===== config.mk =====
export PLATFORM = sky130hd
export DESIGN_NAME = lpc_fifo
export DESIGN_NICKNAME = d
export VERILOG_FILES = /design/src/sv/lpc_pkg.sv /design/src/sv/lpc_fifo.sv
export SDC_FILE = /design/constraint.sdc
export NUM_CORES = 1
export LEC_CHECK = 0
export BUFFER_PORTS_ARGS = -buffer_cell sky130_fd_sc_hd__buf_4
export CORE_MARGIN = 2
export CORE_UTILIZATION = 55
export CTS_CLUSTER_DIAMETER = 80
export DETAILED_ROUTE_END_ITERATION = 16
export PLACE_DENSITY = 0.76
export SLEW_MARGIN = 40
export SYNTH_ARGS = -nofsm -noshare
export SYNTH_HDL_FRONTEND = slang
export SYNTH_SLANG_ARGS = --single-unit

===== constraint.sdc =====
create_clock -name clk_i -period 2.9 [get_ports clk_i]
set_input_delay 0.435 -clock clk_i [delete_from_list [all_inputs] [get_ports clk_i]]
set_output_delay 0.435 -clock clk_i [all_outputs]
set_load 0.02 [all_outputs]

===== src/sv/lpc_pkg.sv =====
// Package for the local peak clip block: widths, register indexes, job and config types,
// and the small helper functions shared by the front and back modules.
// No dependencies.
package lpc_pkg;

  localparam int unsigned VALUE_W     = 30;
  localparam int unsigned COL_W       = 6;
  localparam int unsigned ROW_W       = 16;
  localparam int unsigned RING_W      = 2;
  localparam int unsigned ADDR_W      = RING_W + COL_W;
  localparam int unsigned STORE_DEPTH = 192;
  localparam int unsigned FIFO_DEPTH  = 4;
  localparam int unsigned FIFO_PTR_W  = 2;
  localparam int unsigned FIFO_CNT_W  = 3;

  localparam logic REG_GRID_WIDTH  = 1'b0;
  localparam logic REG_GRID_HEIGHT = 1'b1;

  typedef struct packed {
    logic [COL_W-1:0] grid_width;
    logic [ROW_W-1:0] grid_height;
  } cfg_t;

  typedef struct packed {
    logic [VALUE_W-1:0] value;
    logic [COL_W-1:0]   col;
    logic [RING_W-1:0]  ring;
    logic               row_gt0;
    logic               row_gt1;
    logic               last_frame;
  } job_t;

  function automatic logic [COL_W-1:0] eff_width(input logic [COL_W-1:0] w);
    return (w == '0) ? COL_W'(1) : w;
  endfunction

  function automatic logic [ROW_W-1:0] eff_height(input logic [ROW_W-1:0] h);
    return (h == '0) ? ROW_W'(1) : h;
  endfunction

  // Row index modulo 3: base-4 digits sum to the same residue.
  function automatic logic [1:0] mod3(input logic [ROW_W-1:0] x);
    logic [4:0] s1;
    logic [2:0] s2;
    logic [2:0] s3;
    s1 = '0;
    for (int i = 0; i < 8; i++) begin
      s1 = s1 + 5'(x[2*i +: 2]);
    end
    s2 = 3'(s1[1:0]) + 3'(s1[3:2]) + 3'(s1[4]);
    s3 = 3'(s2[1:0]) + 3'(s2[2]);
    return (s3 >= 3'd3) ? 2'(s3 - 3'd3) : s3[1:0];
  endfunction

  function automatic logic [RING_W-1:0] ring_prev(input logic [RING_W-1:0] r);
    logic [RING_W-1:0] p;
    unique case (r)
      2'd0:    p = 2'd2;
      2'd1:    p = 2'd0;
      default: p = 2'd1;
    endcase
    return p;
  endfunction

endpackage


===== src/sv/lpc_fifo.sv =====
// Job queue between the front and back ends; four entries.
// Depends on lpc_pkg.
module lpc_fifo (
  input  logic          clk_i,
  input  logic          rst_ni,
  input  logic          push_i,
  input  lpc_pkg::job_t push_data_i,
  input  logic          pop_i,
  output lpc_pkg::job_t pop_data_o,
  output logic          full_o,
  output logic          empty_o
);

  lpc_pkg::job_t                    entry_q [lpc_pkg::FIFO_DEPTH];
  logic [lpc_pkg::FIFO_PTR_W-1:0]   wr_ptr_q, rd_ptr_q;
  logic [lpc_pkg::FIFO_CNT_W-1:0]   count_q;

  assign full_o     = (count_q == lpc_pkg::FIFO_CNT_W'(lpc_pkg::FIFO_DEPTH));
  assign empty_o    = (count_q == '0);
  assign pop_data_o = entry_q[rd_ptr_q];

  always_ff @(posedge clk_i or negedge rst_ni) begin
    if (!rst_ni) begin
      wr_ptr_q <= '0;
      rd_ptr_q <= '0;
      count_q  <= '0;
    end else begin
      if (push_i) begin
        wr_ptr_q <= wr_ptr_q + lpc_pkg::FIFO_PTR_W'(1);
      end
      if (pop_i) begin
        rd_ptr_q <= rd_ptr_q + lpc_pkg::FIFO_PTR_W'(1);
      end
      if (push_i && !pop_i) begin
        count_q <= count_q + lpc_pkg::FIFO_CNT_W'(1);
      end else if (pop_i && !push_i) begin
        count_q <= count_q - lpc_pkg::FIFO_CNT_W'(1);
      end
    end
  end

  always_ff @(posedge clk_i) begin
    if (push_i) begin
      entry_q[wr_ptr_q] <= push_data_i;
    end
  end

endmodule


# == After elaboration in Yosys (flattened, before gate mapping) ==
# Memories as Yosys holds them, arrays and structs flattened.
# Index checks and enable logic that the tools add are counted.
# totals
register_bits,7
mem_bits_rw,164
input_bits,45
out_inout_bits,43
word_cells,19
mem_count,1
# mem_list
memory,words,width,read_ports,rd_clocked_by_memory_dff,wr,line,text
entry_q,4,41,1,0,1,lpc_fifo.sv:14,lpc_pkg::job_t entry_q [lpc_pkg::FIFO_DEPTH];
# op_classes
add_sub_neg,4
n_eq_ne,1
muxes,4
n_reduce_logical,6
# ops
cell,count
3-bit two-way mux,2
2-bit by 1-bit adder with 2-bit output (second input constant),2
3-bit by 1-bit adder with 3-bit output (second input constant),1
3-bit equality test (second input constant),1
3-bit zero test,1
3-bit by 1-bit subtractor with 3-bit output (second input constant),1
1-bit logical AND,2
1-bit zero test,2
1-bit two-way mux,2
2-bit nonzero test,1

# == Logic depth before layout (Yosys ltp) ==
# Gate-level depths: netlist (run 1).
# logic_depth
word_depth,4
depth_mapped,7
depth_no_buf,7

# == Worst setup path after synthesis (run 1) ==
# Ideal clock, no wire load.
# synth_timing
path_kind,register -> register
startpoint,reg wr_ptr_q[0] in the netlist's numbering
endpoint,mem entry_q[2][0] in the netlist's numbering (enable)
setup_ns,0.402
t_arrival_ns,1.606
required_ns,2.498
path_slack_ns,0.892
stages_incl_launch_ff,4
path_buffers,0
period_less_slack_ns,2.008
path_cell_list,dfrtp_1 -> inv_1 -> ha_1 -> and2_1
# synth_rtl
item,line,text
from (decl),lpc_fifo.sv:15,"logic [lpc_pkg::FIFO_PTR_W-1:0] wr_ptr_q, rd_ptr_q;"
from (signal assigned),lpc_fifo.sv:29,wr_ptr_q <= wr_ptr_q + lpc_pkg::FIFO_PTR_W'(1);
to (decl),lpc_fifo.sv:14,
# No word-level cell before the write port.

==> impl_metrics.json, run 1 <==
{
  "max-slew-margin-rel": 0.583,
  "syn_area_sq_mm": 0.00636,
  "path_clk_slew_ps": 60,
  "die_area_sq_mm": 0.0124,
  "numClockSinks": 171,
  "cts_tree": "built",
  "crit_path_max_fanout": 23,
  "antenna_found_initial": 0,
  "synth.yosys.seq_area_share": 0.801,
  "diodes": 0,
  "setup_viol": 0,
  "gr-usage-all-layers": 0.181,
  "switching_power_mw": 2.44,
  "start_util": 0.560,
  "ant_nets": 0,
  "place.gp.congestion": 0.662,
  "wirelength_um": 10300,
  "pwr-share-comb": 0.302,
  "io_buffers": 87,
  "hpwlAfterDp_um": 6320,
  "placed_area_sq_mm": 0.00721,
  "n_fill_cell": 714,
  "root_buffer": "clkbuf_16",
  "synth_cell_types": 20,
  "cp_slowest_cell": "dfrtp_4",
  "status": "finished clean",
  "vias": 2791,
  "core_area_sq_mm": 0.0114,
  "drc_errors": 0,
  "most-common-layout-cells": "edfxtp_1 (164), buf_4 (87), mux4_2 (38), clkbuf_16 (17), buf_12 (6)",
  "grt_pass1_vias": 3010,
  "power_frac_clock": 0.281,
  "end_kind": "primary output",
  "critPathLaunchType": "flop",
  "multi_input_area_sq_mm": 0.00114,
  "htreeDepth": 4,
  "clkLatencyLatePin_ps": 420,
  "crit_required_ps": 2470,
  "cts_inserted_buffers": 17,
  "whs_ps": 212,
  "hold_viol": 0,
  "leakage_nw": 2.75,
  "num_rows": 39,
  "worst_ep_arrival_time_ps": 2170,
  "worst-slew-pin-transition_ps": 626,
  "post_drt_wl_per_cell_um": 20.3,
  "power_density_mw_per_mm2": 1080,
  "synth-seq-cells": 171,
  "critical_path_class": "flop to primary output",
  "regArea_sq_mm": 0.00510,
  "finClkSkew_ps": 5.00,
  "overflow": 0,
  "fmax_mhz": 384,
  "nets": 403,
  "syn_inst": 249,
  "initialDrtViolationCount": 177,
  "path_cells": "buf_12 -> mux4_1 -> buf_4",
  "yosys_warnings": 0,
  "period_share": 0.899,
  "hold_path.class": "input pin to flop",
  "seqPwrFrac": 0.417,
  "grt_max_degree": 27,
  "cap_violations": 0,
  "avgSynthCellArea_sq_um": 25.6,
  "fin_tns_setup_ps": 0,
  "final_cell_area_sq_mm": 0.00785,
  "irDropWorstVdd_uv": 715,
  "critPathMaxStageDelay_ps": 720,
  "first_pass_iters": 4,
  "syn_nets": 300,
  "drive_above_1_share": 0.458,
  "grt_pass1_wl_um": 16100,
  "rsz0062_at_grt": "false",
  "syn_to_final_growth_pct": 23.4,
  "clockBufferDepth": 2,
  "die_y_um": 112,
  "routed_via_density": 5.49,
  "swShare": 0.288,
  "fin_crit_ps": 2610,
  "report.final.slew_viol_count": 0,
  "die_w_um": 112,
  "io-pin-count": 88,
  "p_int_mw": 6.02,
  "final_common_cell": "edfxtp_1"
}
==> cells in the mapped netlist <==
master,count,area [sq um]
mux4_1,3,78.8
mux2_2,1,11.3
xnor2_1,2,17.5
nor3b_1,1,7.51
xor2_1,4,35.0
clkbuf_1,1,3.75
mux4_2,38,856
o21ai_0,1,5.00
edfxtp_1,164,4920
and2_1,4,25.0
inv_1,4,15.0
ha_1,5,62.6
dfrtp_1,7,175
buf_12,4,80.1
fa_1,1,20.0
nor2_1,1,3.75
nor3_1,1,5.00
buf_2,4,20.0
nand2_1,2,7.51
buf_6,1,11.3
==> cells by family (layout without fill, tap and decap cells) <==
| family | after synthesis | after routing | share of synthesized area |
|---|---|---|---|
| DFF | 171 | 171 | 0.801 |
| AOI/OAI and AO/OA | 1 | 1 | 0.000786 |
| and+or+nand+nor | 9 | 9 | 0.00767 |
| xor gates and xnor gates | 6 | 6 | 0.00826 |
| muxes | 42 | 42 | 0.149 |
| buffers and inverters | 14 | 130 | 0.0204 |
| adders and majority gates | 6 | 6 | 0.0130 |
==> sequential cells by signal, summed over array words and instances (netlist names) <==
| signal | count |
|---|---|
| rd_ptr_q | 2 |
| entry_q | 164 |
| count_q | 3 |
| wr_ptr_q | 2 |
==> power by group through the flow <==
stage	Combinational (mW)	Clock (mW)	Sequential, mW
after floorplan	1.85	0	3.39
after global placement	2.58	0	3.56
after detailed placement	2.60	0	3.59
after CTS	2.61	2.42	3.54
after global routing	2.73	2.51	3.59
final	2.56	2.38	3.52
==> metal layers <==
metal / vias up / share of wire / track usage
li1: 1257 / - / -
met1: 1439 / 0.41 / 0.226
met2: 81 / 0.53 / 0.295
met3: 14 / 0.051 / 0.0588
met4: 0 / 0.012 / 0.0782
met5: - / 0 / 0
==> path summary, 6_finish.rpt <==
| path | depth (start not counted) | endpoint | from | slack [ps] |
|---|---|---|---|---|
| worst min-delay path | 1 | entry_q[2][11] | push_data_i[11] | 210 |
| min in group asynchronous | 2 | count_q[1] | rst_ni | 360 |
| worst min register to register | 1 | count_q[2] | count_q[2] | 490 |
| max in group asynchronous | 2 | rd_ptr_q[0] | rst_ni | 2390 |
| worst max-delay path | 3 | pop_data_o[27] | rd_ptr_q[0] | 290 |
| worst max register to register | 4 | entry_q[0][40] | wr_ptr_q[1] | 1140 |
==> final cells by class <==
class / instances / area share
clock buffers: 18 / 0.0547
clock inverters: 14 / 0.0257
inverters: 4 / 0.00191
multi-input cells: 64 / 0.145
flip-flops and latches: 171 / 0.650
well taps: 143 / 0.0228
repair buffers: 94 / 0.0997
==> worst max-delay path: cells and delay by family, from the launching register on <==
| kind | cells | cell delay (ps) |
|---|---|---|
| buf+inv | 2 | 450 |
| flops | 1 | 720 |
| mux | 1 | 580 |
==> metrics by stage <==
| stage | power (mW) | util | cells | setup WS (ps) |
|---|---|---|---|---|
| finish | 8.46 | 0.691 | 508 | 293 |
| global route | 8.83 | 0.691 | 508 | 153 |
| CTS | 8.58 | 0.691 | 508 | 209 |
| detailed placement | 6.19 | 0.634 | 475 | 675 |
| global placement | 6.14 | 0.634 | 475 | 646 |
| floorplan | 5.23 | - | 249 | 892 |
==> timing repair <==
item | in CTS | in global routing
endpoints found under the hold margin | 7 | 0
buffers inserted | 0 | 0
gates resized for setup | 0 | 0
hold buffers | 1 | 0
Note: power is estimated with default switching activity, not from simulation.
==> run 2, diff against run 1 <==
CORE_UTILIZATION = 57   (was 55)
PLACE_DENSITY = 0.78   (was 0.76)
==> impl_metrics.json, run 2 (synthesis results as in run 1) <==
{
  "met3_usage": 0.0616,
  "holdBufCountCts": 1,
  "critPathLaunchType": "flop",
  "max-slew-margin-rel": 0.553,
  "power_density_mw_per_mm2": 1070,
  "syn_to_final_growth_pct": 22.4,
  "overflow": 0,
  "top_regs": "entry_q x164, count_q x3",
  "ant_nets": 0,
  "path_clk_slew_ps": 60,
  "drc_errors": 0,
  "root_buffer": "clkbuf_8",
  "critical_path_class": "flop to primary output",
  "worst_ep_arrival_time_ps": 2240,
  "grt_use_met1": 0.261,
  "startpoint": "rd_ptr_q[0]",
  "multi_input_area_sq_mm": 0.00114,
  "cts_tree": "built",
  "status": "finished clean",
  "htreeDepth": 4,
  "clockBufferDepth": 2,
  "fin_crit_ps": 2670,
  "die_w_um": 110,
  "start_util": 0.585,
  "nets": 407,
  "core_area_sq_mm": 0.0109,
  "end_kind": "primary output",
  "grt-busiest-layer": "met2",
  "fin_tns_setup_ps": 0,
  "die_y_um": 110,
  "cap_violations": 0,
  "fmax_mhz": 374,
  "placed_area_sq_mm": 0.00720,
  "finClkSkew_ps": 8.33,
  "crit_required_ps": 2470,
  "routed_via_density": 5.57,
  "most-common-layout-cells": "edfxtp_1 (164), buf_4 (94), mux4_2 (38), clkbuf_16 (16)",
  "cts_inserted_buffers": 17,
  "fin_total_pwr_mw": 8.32,
  "whs_path_depth": 1,
  "io_buffers": 87,
  "report.final.slew_viol_count": 0,
  "num_rows": 38,
  "worst-slew-pin-transition_ps": 670,
  "hp-start": "push_data_i[8]",
  "rsz0062_at_grt": "false",
  "largest_reg_flops": 164,
  "io-pin-count": 88,
  "met2_usage": 0.313,
  "diodes": 0,
  "leakage_nw": 2.74,
  "initialDrtViolationCount": 107,
  "reg2reg_from": "wr_ptr_q[0]",
  "final_cell_area_sq_mm": 0.00779,
  "grt_max_degree": 26,
  "antenna_found_initial": 0,
  "fin_util": 0.716,
  "grt_pass1_wl_um": 16600,
  "grt_pass1_vias": 3130,
  "post_drt_wl_per_cell_um": 21.0,
  "period_share": 0.921,
  "wirelength_um": 10700,
  "first_pass_iters": 4,
  "cts-resized-gates": 0,
  "numClockSinks": 171,
  "clkLatencyLatePin_ps": 530,
  "crit_path_max_fanout": 25,
  "vias": 2828,
  "die_area_sq_mm": 0.0120,
  "place.gp.congestion": 0.696,
  "drive_above_1_share": 0.457,
  "gr-usage-all-layers": 0.198,
  "setup_viol": 0,
  "post-cts-setup-buffers": 0,
  "n_fill_cell": 634,
  "regMostFlops": "entry_q",
  "reg2reg_depth": 4,
  "irDropWorstVdd_uv": 574,
  "final_common_cell": "edfxtp_1",
  "hold_path.class": "input pin to flop",
  "hpwlAfterDp_um": 6520,
  "regArea_sq_mm": 0.00510,
  "hold_viol": 0
}
==> run 2: routing by layer <==
| metal | part of all wire | wire [um] |
|---|---|---|
| met2 | 0.52 | 5490 |
| met1 | 0.41 | 4360 |
| met3 | 0.059 | 630 |
| met4 | 0.016 | 168 |
| met5 | 0 | 0 |
==> run 2: where the power goes <==
part	total (mW)	leakage [nW]	switching (mW)	internal [mW]
logic	2.56	0.872	1.30	1.26
registers	3.53	1.59	0.288	3.24
clock network	2.23	0.283	0.840	1.39
total	8.32	2.74	2.43	5.89
==> run 2: worst paths after layout <==
path,endpoint,slack [ps]
setup reg to reg,entry_q[2][24],880
hold / removal,entry_q[0][8],100
max in group asynchronous,rd_ptr_q[0],2490
hold reg to reg,count_q[2],490
setup / recovery,pop_data_o[32],230
min in group asynchronous,count_q[1],270
==> run 2: layout make-up <==
cell class              count  area share
multi-input cells          64       0.146
clock inverters             9      0.0189
clock buffers              22      0.0556
well taps                 140      0.0225
repair buffers             98      0.0996
inverters                   4     0.00193
flip-flops and latches    171       0.655
==> run 2: critical path, cell delays in order, from the launching register on <==
cell     delay [ps]
dfrtp_4         740
buf_4           280
mux4_2          510
buf_4           170
==> run 2: per-stage QoR <==
stage | cells | worst slack [ps] | hold WS [ps]
after global routing | 508 | 84.7 | 84.4
after CTS | 508 | 171 | 80.6
after detailed placement | 476 | 732 | 253
final | 508 | 229 | 101
after floorplan | 249 | 892 | 139
after global placement | 476 | 739 | 250
