File: config.mk
export PLATFORM = sky130hd
export DESIGN_NAME = lpc_front
export DESIGN_NICKNAME = d
export VERILOG_FILES = /design/src/sv/lpc_pkg.sv /design/src/sv/lpc_front.sv
export SDC_FILE = /design/constraint.sdc
export NUM_CORES = 1
export LEC_CHECK = 0
export BUFFER_PORTS_ARGS = -buffer_cell sky130_fd_sc_hd__buf_2
export CORE_ASPECT_RATIO = 1.75
export CORE_MARGIN = 1
export CORE_UTILIZATION = 27
export CTS_CLUSTER_SIZE = 40
export DETAILED_ROUTE_END_ITERATION = 6
export PLACE_DENSITY_LB_ADDON = 0.08
export SLEW_MARGIN = 20
export SYNTH_ARGS = -nofsm -noshare
export SYNTH_HDL_FRONTEND = slang
export SYNTH_SLANG_ARGS = --single-unit
File: constraint.sdc
create_clock -name clk_i -period 9.25 [get_ports clk_i]
set_clock_uncertainty 0.1 [all_clocks]
set_input_delay 0.4625 -clock clk_i [delete_from_list [all_inputs] [get_ports clk_i]]
set_output_delay 0.4625 -clock clk_i [all_outputs]
set_load 0.02 [all_outputs]
File: src/sv/lpc_pkg.sv
// Package for the local peak clip block: widths, register indexes, job and config types,
// and the small helper functions shared by the front and back modules.
// No dependencies.
package lpc_pkg;

  localparam int unsigned VALUE_W     = 30;
  localparam int unsigned COL_W       = 6;
  localparam int unsigned ROW_W       = 16;
  localparam int unsigned RING_W      = 2;
  localparam int unsigned ADDR_W      = RING_W + COL_W;
  localparam int unsigned STORE_DEPTH = 192;
  localparam int unsigned FIFO_DEPTH  = 4;
  localparam int unsigned FIFO_PTR_W  = 2;
  localparam int unsigned FIFO_CNT_W  = 3;

  localparam logic REG_GRID_WIDTH  = 1'b0;
  localparam logic REG_GRID_HEIGHT = 1'b1;

  typedef struct packed {
    logic [COL_W-1:0] grid_width;
    logic [ROW_W-1:0] grid_height;
  } cfg_t;

  typedef struct packed {
    logic [VALUE_W-1:0] value;
    logic [COL_W-1:0]   col;
    logic [RING_W-1:0]  ring;
    logic               row_gt0;
    logic               row_gt1;
    logic               last_frame;
  } job_t;

  function automatic logic [COL_W-1:0] eff_width(input logic [COL_W-1:0] w);
    return (w == '0) ? COL_W'(1) : w;
  endfunction

  function automatic logic [ROW_W-1:0] eff_height(input logic [ROW_W-1:0] h);
    return (h == '0) ? ROW_W'(1) : h;
  endfunction

  // Row index modulo 3: base-4 digits sum to the same residue.
  function automatic logic [1:0] mod3(input logic [ROW_W-1:0] x);
    logic [4:0] s1;
    logic [2:0] s2;
    logic [2:0] s3;
    s1 = '0;
    for (int i = 0; i < 8; i++) begin
      s1 = s1 + 5'(x[2*i +: 2]);
    end
    s2 = 3'(s1[1:0]) + 3'(s1[3:2]) + 3'(s1[4]);
    s3 = 3'(s2[1:0]) + 3'(s2[2]);
    return (s3 >= 3'd3) ? 2'(s3 - 3'd3) : s3[1:0];
  endfunction

  function automatic logic [RING_W-1:0] ring_prev(input logic [RING_W-1:0] r);
    logic [RING_W-1:0] p;
    unique case (r)
      2'd0:    p = 2'd2;
      2'd1:    p = 2'd0;
      default: p = 2'd1;
    endcase
    return p;
  endfunction

endpackage

File: src/sv/lpc_front.sv
// Front end: accepts grid cells, tracks column and row, classifies each cell into a job.
// Depends on lpc_pkg.
module lpc_front (
  input  logic                       clk_i,
  input  logic                       rst_ni,
  input  lpc_pkg::cfg_t              cfg_i,
  input  logic                       cell_valid_i,
  input  logic [lpc_pkg::VALUE_W-1:0] cell_value_i,
  input  logic                       fifo_full_i,
  output logic                       ready_o,
  output logic                       push_o,
  output lpc_pkg::job_t              job_o
);

  logic [lpc_pkg::COL_W-1:0] col_q, col_d;
  logic [lpc_pkg::ROW_W-1:0] row_q, row_d;
  logic [lpc_pkg::COL_W-1:0] w, wl, c;
  logic [lpc_pkg::ROW_W-1:0] h, hl, r;
  logic                      last_col, last_row;

  assign w  = lpc_pkg::eff_width(cfg_i.grid_width);
  assign h  = lpc_pkg::eff_height(cfg_i.grid_height);
  assign wl = w - lpc_pkg::COL_W'(1);
  assign hl = h - lpc_pkg::ROW_W'(1);
  assign c  = (col_q < w) ? col_q : wl;
  assign r  = (row_q < h) ? row_q : hl;

  assign last_col = (c == wl);
  assign last_row = (r == hl);

  assign ready_o = !fifo_full_i;
  assign push_o  = cell_valid_i && !fifo_full_i;

  assign job_o.value      = cell_value_i;
  assign job_o.col        = c;
  assign job_o.ring       = lpc_pkg::mod3(r);
  assign job_o.row_gt0    = (r != '0);
  assign job_o.row_gt1    = (r > lpc_pkg::ROW_W'(1));
  assign job_o.last_frame = last_col && last_row;

  always_comb begin
    col_d = col_q;
    row_d = row_q;
    if (push_o) begin
      if (last_col) begin
        col_d = '0;
        row_d = last_row ? '0 : r + lpc_pkg::ROW_W'(1);
      end else begin
        col_d = c + lpc_pkg::COL_W'(1);
        row_d = r;
      end
    end
  end

  always_ff @(posedge clk_i or negedge rst_ni) begin
    if (!rst_ni) begin
      col_q <= '0;
      row_q <= '0;
    end else begin
      col_q <= col_d;
      row_q <= row_d;
    end
  end

endmodule

# Yosys cells after proc, flatten, opt, wreduce, memory -nomap -nowiden
# Index checks and enable logic that the tools add are counted.
# classes
order_cmp	4
mux	8
addsub	15
eq_ne	2
reduce_logical	6
# ops
cell	count
16-bit 2-to-1 mux	4
5-bit by 2-bit adder with 5-bit output	4
6-bit 2-to-1 mux	3
16-bit by 1-bit adder with 16-bit output (second input constant)	1
16-bit equality test	1
16-bit by 1-bit greater-than comparator with 1-bit output (second input constant)	1
16-bit logical NOT	1
16-bit < comparator	1
16-bit nonzero test	1
16-bit by 1-bit subtractor with 16-bit output (second input constant)	1
2-bit by 2-bit adder with 3-bit output	2
6-bit by 1-bit adder with 6-bit output (second input constant)	1
6-bit equality test	1
6-bit logical NOT	1
6-bit < comparator	1
6-bit by 1-bit subtractor with 6-bit output (second input constant)	1
4-bit by 2-bit adder with 5-bit output	1
3-bit by 2-bit adder with 4-bit output	1
2-bit by 1-bit adder with 3-bit output	1
3-bit by 1-bit adder with 3-bit output	1
3-bit by 2-bit >= comparator with 1-bit output (second input constant)	1
1-bit logical AND	2
2-bit 2-to-1 mux	1
2-bit subtractor (second input constant)	1
1-bit logical NOT	1
# word_totals
elab_cells	37
output_inout_bits	43
input_bits	56
register_bits	22

# Longest topological paths before layout
# Gate-level depths: netlist of the first run.
# depth
depth_word	16
mapped_depth	27
depth_no_buf	24

# Worst setup path before layout of the first run
# No wires, ideal clock.
# synth_timing
path_type	input port to output port
startpoint	input port cfg_i[8] (netlist name)
endpoint	output port job_o[3] (netlist name)
cell_stages	25
setup_slack_ps	993
t_arrival_ps	7694
required_ps	8688
n_path_buf	2
path_cell_list	buf_1 > inv_1 > ha_1 > and4_1 > nand2_1 > or4_1 > o211ai_4 > buf_2 > mux2i_1 > inv_1 > fa_1 > inv_1 > fa_1 > fa_1 > fa_1 > inv_1 > ha_1 > fa_1 > inv_1 > fa_1 > inv_1 > fa_1 > ha_1 > fa_1 > xor2_1
# synth_lines
item	line_no	text
from (decl)	lpc_front.sv:6	input lpc_pkg::cfg_t cfg_i,
to (decl)	lpc_front.sv:12	output lpc_pkg::job_t job_o

==> results.md, run 1 <==
- The count of pins over their slew limit came to 0.
- The number of global-route vias before repair was between 3000 and 4000.
- The hold violation total from the final report was 0.
- Summing all flip-flop and latch instances after layout gives about 550 µm².
- The final number of setup-violating endpoints is 0.
- The number of cells on the worst reg-to-reg path is 14.
- Across every metal layer, demand over resource in global routing totals 0.1748.
- Once the clock tree was built, the setup fixing pass inserted 0 buffers.
- The cell area that synthesis handed to floorplanning was approximately 4200 µm².
- In this run the worst hold path is classified as in2async.
- The starting density of the core is 0.2780.
- The floorplan die width is ~96 µm.
- The total overflow reported by the global router is 0.
- For this run, the register share of the synthesized area comes to 0.1321.
- The total via count in the routed design is approximately 3700.
- During I/O placement, the number of pins put on the boundary was 99.
- The die covers around 16000 µm².
- The die span in y is 166.3 µm.
- The number of rows in the core area is slightly below 60.
- After the first detailed-routing iteration, the DRC count stood at about 160.
- The clock transition time at the flip-flop clock pins of the worst setup and hold paths is roughly 0.060 ns.
- The required arrival time at the worst endpoint is roughly 8.7 ns.
- The synthesized area divided by synthesized cell count is approximately 8 µm².
- In this run the register-to-register setup slack is 4.65 ns.
- The cell at the slowest stage of the critical path is sky130_fd_sc_hd__o211ai_4.
- The first global-routing pass estimated just over 20000 µm of wire.
- Setup repair after global routing left no endpoint under its margin.
- The congestion estimate from routability-driven global placement came to 0.8550.
- The detailed-route wire length per cell is roughly 19 µm.
- The estimated wirelength of the detail-placed design is 11620 µm.
- The number of nets handed over by synthesis was a little over 600.
- The data arrival time of the critical path is about 8.0 ns.
- At the end of the flow, the number of nets in the layout was around 630.
- The level count of the clock H-tree is 1.
- The worst setup path is of the in2out kind.
- The count of antenna-violating nets left after detailed routing is 0.
- The cell at the root of the clock tree is sky130_fd_sc_hd__clkbuf_16.
- Yosys mapped a number of flops with a built-in enable equal to 0.
- Gates resized during post-CTS repair numbered 0.
- After routing, the total negative slack on setup checks comes to 0 ns.
- For this block, the routed nets add up to between 10000 and 15000 µm of wire.
- The tool flagged a number of max-cap violations equal to 0.
- The total area of multi-input combinational cells is between 3000 and 4000 µm².
- The TritonCTS sink count is 22.
- TritonCTS built the clock tree.
- The highest fanout seen on the critical path is 22.
- Synthesis inferred 22 register bits.
- The warning count from the yosys run is 0.
- The startpoint identified for the worst register-to-register timing path is row_q[14].
- In the synthesized netlist the dominant register cell turns out to be sky130_fd_sc_hd__dfrtp_1.
- The DRC violations left is 0.
- The fraction of registers with async set or reset after synthesis is 1.000.
- The floorplan step defined a core boundary enclosing 14990 µm².
- For the finished layout, the period the worst path requires is 8.588 ns.
- In this run, post-CTS hold repair placed 0 buffers.
- In this run, CTS created clock tree buffers numbering 3.
- Static timing analysis puts the maximum clock frequency at between 100 and 150 MHz.
- The startpoint class of the critical path is an input port.
- The diode insertion count for antenna repair is 0.
- The largest single stage delay on the critical path is ~0.65 ns.
- The flow ran to the end, and the final reports show no timing, DRC or antenna violations.
- Among the stages of the critical path, the cell type that occurs most often is sky130_fd_sc_hd__fa_1.
- The via count normalized by instance count is ~5.3.
- The area added between synthesis and finish is 8.829%.
- The worst pin sits at a relative slew slack of 0.3376.
- The largest net degree at the start of global routing is 26.
- After filler insertion, the fill cell instance count of the layout stands at between 1500 and 2000.
- The number of distinct library cells after synthesis is 70.
- The post-route fraction of the period consumed by the critical path is 0.9285.
- The maximum count of clock buffers along a single path is 2.
- The initial antenna violation count came to 0.
- Of the cells placed in the final design, the portion with a size suffix greater than 1 is 0.1797.
- The insertion delay of the later-clocked pin in the worst-skew pair is 0.26 ns.
- At the pin with the least slew margin, the transition time is approximately 0.99 ns.
- The capturing element type of the critical path is a primary output.
- The endpoint identified for the worst register-to-register timing path is row_q[14].
- The first detailed-routing pass ran for 4 iterations.
- During placement, the flow inserted port buffers numbering 38.
- Counting every instance in the synthesized netlist gives between 500 and 600.
## per-stage QoR
step	utilization	instance area, µm²	setup slack, ns	instances	hold WS, ns
6_report	0.3026	4534	0.6616	706	0.06995
5_1_grt	0.3026	4534	0.2619	706	0.1216
4_1_cts	0.3026	4534	0.6108	706	0.09960
3_5_place_dp	0.2967	4446	0.6149	702	0.3813
3_3_place_gp	0.2967	4446	0.6782	702	0.3721
2_1_floorplan	-	4167	0.9932	509	0.06691
## sequential cells by signal, summed over array words and instances (netlist names)
| register | count |
|---|---|
| col_q | 6 |
| row_q | 16 |
## layer usage
layer  routed length [µm]  vias up  share of wire  GRT usage
met5                    0        -              0          0
met4                  767        0          0.057    0.09799
met3                  349       31          0.026   0.008700
met2                 7495      108           0.55     0.3342
met1                 4962     1767           0.37     0.1807
li1                     -     1809              -          -
## critical path: cells and delay by family
family / cells / cell delay (ns)
AND/OR/NAND/NOR: 3 / 0.83
buffers and inverters: 9 / 1.24
AO/OA/AOI/OAI: 1 / 0.65
multiplexers: 2 / 0.58
adder cells (fa/ha/maj): 11 / 4.26
## layout make-up
cell class,instances,area share
clock buffers,4,0.01959
well taps,183,0.05050
flip-flops and latches,22,0.1214
repair buffers,64,0.08499
inverters,60,0.04967
multi-input cells,373,0.6738
## synth_stat cells, types with 3 or more instances
cell type | n | share of area
sky130_fd_sc_hd__a21oi_1 | 23 | 0.028
sky130_fd_sc_hd__fa_1 | 13 | 0.062
sky130_fd_sc_hd__clkbuf_1 | 13 | 0.012
sky130_fd_sc_hd__nor2_1 | 23 | 0.021
sky130_fd_sc_hd__nand3_1 | 14 | 0.017
sky130_fd_sc_hd__a22o_1 | 9 | 0.019
sky130_fd_sc_hd__o22ai_1 | 4 | 0.0060
sky130_fd_sc_hd__nor4_2 | 3 | 0.0090
sky130_fd_sc_hd__nand4_1 | 13 | 0.020
sky130_fd_sc_hd__inv_1 | 59 | 0.053
sky130_fd_sc_hd__mux2_2 | 7 | 0.019
sky130_fd_sc_hd__xor2_1 | 11 | 0.023
sky130_fd_sc_hd__and4_1 | 3 | 0.0063
sky130_fd_sc_hd__xnor2_1 | 33 | 0.069
sky130_fd_sc_hd__buf_4 | 31 | 0.056
sky130_fd_sc_hd__o21ai_0 | 12 | 0.014
sky130_fd_sc_hd__nand2_1 | 28 | 0.025
sky130_fd_sc_hd__nor4_1 | 12 | 0.018
sky130_fd_sc_hd__or4_1 | 5 | 0.0090
sky130_fd_sc_hd__mux2_1 | 3 | 0.0081
sky130_fd_sc_hd__or3_1 | 5 | 0.0075
sky130_fd_sc_hd__dfrtp_1 | 22 | 0.13
sky130_fd_sc_hd__ha_1 | 34 | 0.10
sky130_fd_sc_hd__o21ai_1 | 3 | 0.0036
sky130_fd_sc_hd__and2_1 | 3 | 0.0045
sky130_fd_sc_hd__nor3_1 | 11 | 0.013
sky130_fd_sc_hd__nand2b_1 | 7 | 0.011
sky130_fd_sc_hd__and3_1 | 4 | 0.0060
sky130_fd_sc_hd__a211oi_1 | 3 | 0.0054
sky130_fd_sc_hd__nor2b_1 | 3 | 0.0045
sky130_fd_sc_hd__a2111oi_2 | 3 | 0.011
sky130_fd_sc_hd__a31oi_1 | 4 | 0.0060
sky130_fd_sc_hd__o21bai_1 | 3 | 0.0054
sky130_fd_sc_hd__buf_2 | 7 | 0.0084
sky130_fd_sc_hd__mux2i_1 | 26 | 0.062
sky130_fd_sc_hd__o31ai_1 | 6 | 0.011
sky130_fd_sc_hd__a21o_1 | 4 | 0.0072
## kinds of logic after synthesis
| group | count (synthesis) | share of synthesized area |
|---|---|---|
| AOI/OAI and AO/OA | 96 | 0.1718 |
| and+or+nand+nor | 148 | 0.2063 |
| adders and majority gates | 47 | 0.1646 |
| muxes | 37 | 0.09279 |
| DFF | 22 | 0.1321 |
| xor gates and xnor gates | 45 | 0.09790 |
| buffers and inverters | 114 | 0.1345 |
## worst max-delay path by stage
stage,to,start,slack [ns]
final,job_o[4],cfg_i[8],0.66
after CTS,job_o[4],cfg_i[8],0.61
after floorplan,job_o[3],cfg_i[8],0.99
after global placement,job_o[4],cfg_i[0],0.68
after detailed placement,job_o[4],cfg_i[8],0.61
after global routing,job_o[4],cfg_i[8],0.26
## cells in the final DEF, fill, tap and decap left out, types with 22 or more instances in the layout
master | Yosys | final
sky130_fd_sc_hd__inv_1 | 59 | 59
sky130_fd_sc_hd__buf_2 | 7 | 38
sky130_fd_sc_hd__ha_1 | 34 | 34
sky130_fd_sc_hd__xnor2_1 | 33 | 33
sky130_fd_sc_hd__nand2_1 | 28 | 28
sky130_fd_sc_hd__mux2i_1 | 26 | 26
sky130_fd_sc_hd__buf_4 | 31 | 26
sky130_fd_sc_hd__nor2_1 | 23 | 23
sky130_fd_sc_hd__a21oi_1 | 23 | 23
sky130_fd_sc_hd__dfrtp_1 | 22 | 22
Power of run 1 is not shown: default switching activity piles up to over one toggle a cycle in this logic, so the estimate is an artifact.
==> inputs of run 2 (changes only) <==
clock period = 7.5 ns   (was 9.25 ns; I/O delays follow)
==> results.md, run 2 (synthesis results as in run 1) <==
- The pre-CTS worst setup slack was -0.3401 ns (was 0.6149 ns).
- The count of buffering cells on the critical path with inverters included is 8 (was 9).
- The number of rows in the core area is 59 (unchanged).
- The cell at the slowest stage of the critical path is sky130_fd_sc_hd__fa_2 (was sky130_fd_sc_hd__o211ai_4).
- The setup TNS came to -0.07494 ns (was 0 ns).
- Static timing analysis puts the maximum clock frequency at 132.4 MHz.
- The detailed-route wire length per cell came to 18.66 µm (was 19.23 µm).
- The weighted congestion reported at the end of routability-driven placement is 0.8618 (was 0.8550).
- The data arrival time of the critical path is 7.08 ns (was 8.03 ns).
- The smallest clock period supported by the final layout is computed as ~7.6 ns.
- The first-pass GRT wire length was 23030 µm (was 20690 µm).
- Highest-count cells in the layout ignoring fill and taps: sky130_fd_sc_hd__buf_4, sky130_fd_sc_hd__inv_1, sky130_fd_sc_hd__buf_2 (was sky130_fd_sc_hd__inv_1, sky130_fd_sc_hd__buf_2, sky130_fd_sc_hd__ha_1).
- The initial antenna violation count is 0 (unchanged).
- The final non-filler cell area is 5363 µm² (was 4534 µm²).
- The total core area is 14990 µm² (unchanged).
- The count of pins over their slew limit is 0 (unchanged).
- The placed standard-cell area is 5020 µm² (was 4446 µm²).
- The number of top-level pins is 99 (unchanged).
- The critical path's top delay family is adder cells (unchanged).
- The capturing element type of the critical path is a primary output (unchanged).
- The detailed-router iteration count before antenna repair was 5 (was 4).
- Largest registers: row_q (16), col_q (6) (unchanged).
- The required arrival time at the worst endpoint is 7.03 ns (was 8.69 ns).
- The estimated wirelength of the detail-placed design is 12350 µm (was 11620 µm).
- The final number of setup-violating endpoints is 2 (was 0).
- The starting density of the core came to 0.2780 (unchanged).
- The checks that failed: hold timing, setup timing.
- The critical path start-end classification is reg2out (was in2out).
- The insertion delay of the later-clocked pin in the worst-skew pair is 0.26 ns (about the same).
- Status: finished, violations left (was finished, final reports clean).
- Walking the worst path, the cells encountered are ha_4 -> and4_4 -> nand2_2 -> or4_4 -> o211ai_4 -> buf_6 -> buf_4 -> mux2i_2 -> inv_1 -> fa_1 -> inv_1 -> fa_1 -> fa_1 -> fa_1 -> inv_2 -> ha_4 -> fa_1 -> inv_2 -> fa_2 -> inv_2 -> ha_4 -> fa_2 -> mux2_4 -> buf_6.
- The number of global-route vias before repair came to 4371 (was 3692).
- The total via count in the routed design is 4024 (was 3715).
- The clock transition time at the flip-flop clock pins of the worst setup and hold paths is 0.05 ns (was 0.06 ns).
- The diode insertion count for antenna repair is 0 (unchanged).
- The largest net degree at the start of global routing was 26 (unchanged).
- The path type of the worst min-delay path was in2async (unchanged).
- The level count of the clock H-tree is 1 (unchanged).
- The highest fanout seen on the critical path was 4 (was 22).
- The final-stage net count was 706 (was 627).
- The cell at the root of the clock tree is sky130_fd_sc_hd__clkbuf_16 (unchanged).
- The leading cell type in the layout, fill and taps excluded is sky130_fd_sc_hd__buf_4 (was sky130_fd_sc_hd__inv_1).
- The layout cell share with drive strength beyond 1 is 0.3527 (was 0.1797).
- The cell occurring most often along the worst timing path is sky130_fd_sc_hd__fa_1 (unchanged).
- The maximum count of clock buffers along a single path is 2 (unchanged).
- Unrepaired setup endpoints after global routing: true (was false).
- The startpoint class of the critical path is a flop (was input port).
- The total global routing track utilization is 0.1933 (was 0.1748).
- The overall die area came to 15950 µm² (unchanged).
- The post-route fraction of the period consumed by the critical path is 1.007.
- The quantity of I/O buffers inserted on ports came to 38 (unchanged).
- The die span in y is 166.3 µm (unchanged).
- The register name with the most flops is row_q (unchanged).
- The total overflow reported by the global router was 0 (unchanged).
- The CTS tree is built (unchanged).
- The hold violation total from the final report is 22 (was 0).
- The floorplan die width is 95.91 µm (unchanged).
- The via count normalized by instance count is 5.133 (was 5.262).
- The flip-flop count of the largest register after layout was 16 (unchanged).
- The number of buffers created by CTS is 3 (unchanged).
- The worst relative slew slack is 0.3678 (was 0.3376).
- The worst-margin pin slew is 0.9420 ns (was 0.9870 ns).
- The number of max-cap violations is 0 (unchanged).
- The count of antenna-violating nets left after detailed routing came to 0 (unchanged).
- The DRC violations left is 0 (unchanged).
- The post-cts hold buffer count is 0 (unchanged).
- The aggregate routed wire length is 14630 µm (was 13580 µm).
- The first-iteration detailed-routing DRC count is 157 (was 161).
- The smallest setup slack after layout is -0.05139 ns (was 0.6616 ns).
- The worst setup slack for register-to-register paths is 3.30 ns (was 4.65 ns).
- The area added between synthesis and finish came to 28.71% (was 8.829%).
- The worst hold margin came to -0.02128 ns (was 0.06995 ns).
- The largest stage delay on the critical path is 0.54 ns (was 0.65 ns).
- The TritonCTS sink count is 22 (unchanged).
-- run 2: cell types whose count changed in the layout (fill, tap and decap cells not counted), moves of 4 or more --
cell and delta:
sky130_fd_sc_hd__inv_1 -11, sky130_fd_sc_hd__buf_6 +10, sky130_fd_sc_hd__mux2i_4 +4, sky130_fd_sc_hd__mux2i_1 -6, sky130_fd_sc_hd__fa_1 -5, sky130_fd_sc_hd__ha_1 -6, sky130_fd_sc_hd__ha_4 +5, sky130_fd_sc_hd__fa_2 +5
sky130_fd_sc_hd__buf_4 +71, sky130_fd_sc_hd__inv_2 +11
-- run 2: stage by stage --
step | std cells | utilization
3_3_place_gp | 767 | 0.3350
4_1_cts | 780 | 0.3520
6_report | 784 | 0.3579
3_5_place_dp | 767 | 0.3350
2_1_floorplan | 509 | -
5_1_grt | 784 | 0.3579
-- run 2: worst paths after layout --
| check | end | start | depth (start not counted) |
|---|---|---|---|
| setup / recovery | job_o[4] | row_q[15] | 24 |
| hold / removal | row_q[14] | rst_ni | 1 |
| setup reg to reg | row_q[14] | row_q[15] | 17 |
| hold reg to reg | row_q[15] | row_q[15] | 1 |
| max in group asynchronous | row_q[15] | rst_ni | 1 |
| min in group clk_i | row_q[15] | row_q[15] | 1 |
-- run 2: worst register-to-register path, cell delays in order, from the launching register on --
cell and delay (ns):
sky130_fd_sc_hd__dfrtp_2 0.44, sky130_fd_sc_hd__ha_4 0.28, sky130_fd_sc_hd__and4_4 0.26, sky130_fd_sc_hd__nand2_2 0.05, sky130_fd_sc_hd__or4_4 0.49, sky130_fd_sc_hd__o211ai_4 0.21, sky130_fd_sc_hd__buf_6 0.14, sky130_fd_sc_hd__buf_4 0.17
sky130_fd_sc_hd__nor2_1 0.05, sky130_fd_sc_hd__a21oi_1 0.23, sky130_fd_sc_hd__buf_4 0.18, sky130_fd_sc_hd__ha_1 0.26, sky130_fd_sc_hd__inv_1 0.07, sky130_fd_sc_hd__nor2_1 0.11, sky130_fd_sc_hd__a32oi_1 0.29, sky130_fd_sc_hd__a2111oi_2 0.47
sky130_fd_sc_hd__xnor2_1 0.10, sky130_fd_sc_hd__a22o_1 0.19
-- run 2: final cells by class --
type	count	area, µm²
inverter	60	225.2
multi-input combinational	373	3261
clock buffer	3	75.07
tap	183	229.0
timing repair buffer	143	1021
fill	1574	9623
sequential	22	551.8
-- run 2: layer usage --
layer	part of all wire	wire length (µm)	global-route usage	up-vias
met5	0	0	0	-
met4	0.047	688	0.09799	0
met3	0.022	315	0.009158	30
met2	0.57	8295	0.3807	88
met1	0.36	5327	0.1943	1941
li1	-	-	-	1965
-- run 2: repair_timing --
action | in CTS | in global routing
gates resized for setup | 30 | 11
setup endpoints to repair | 2 | 2
setup buffers | 10 | 4
pin swaps | 18 | 8
Power of run 2 is left out for the same reason.
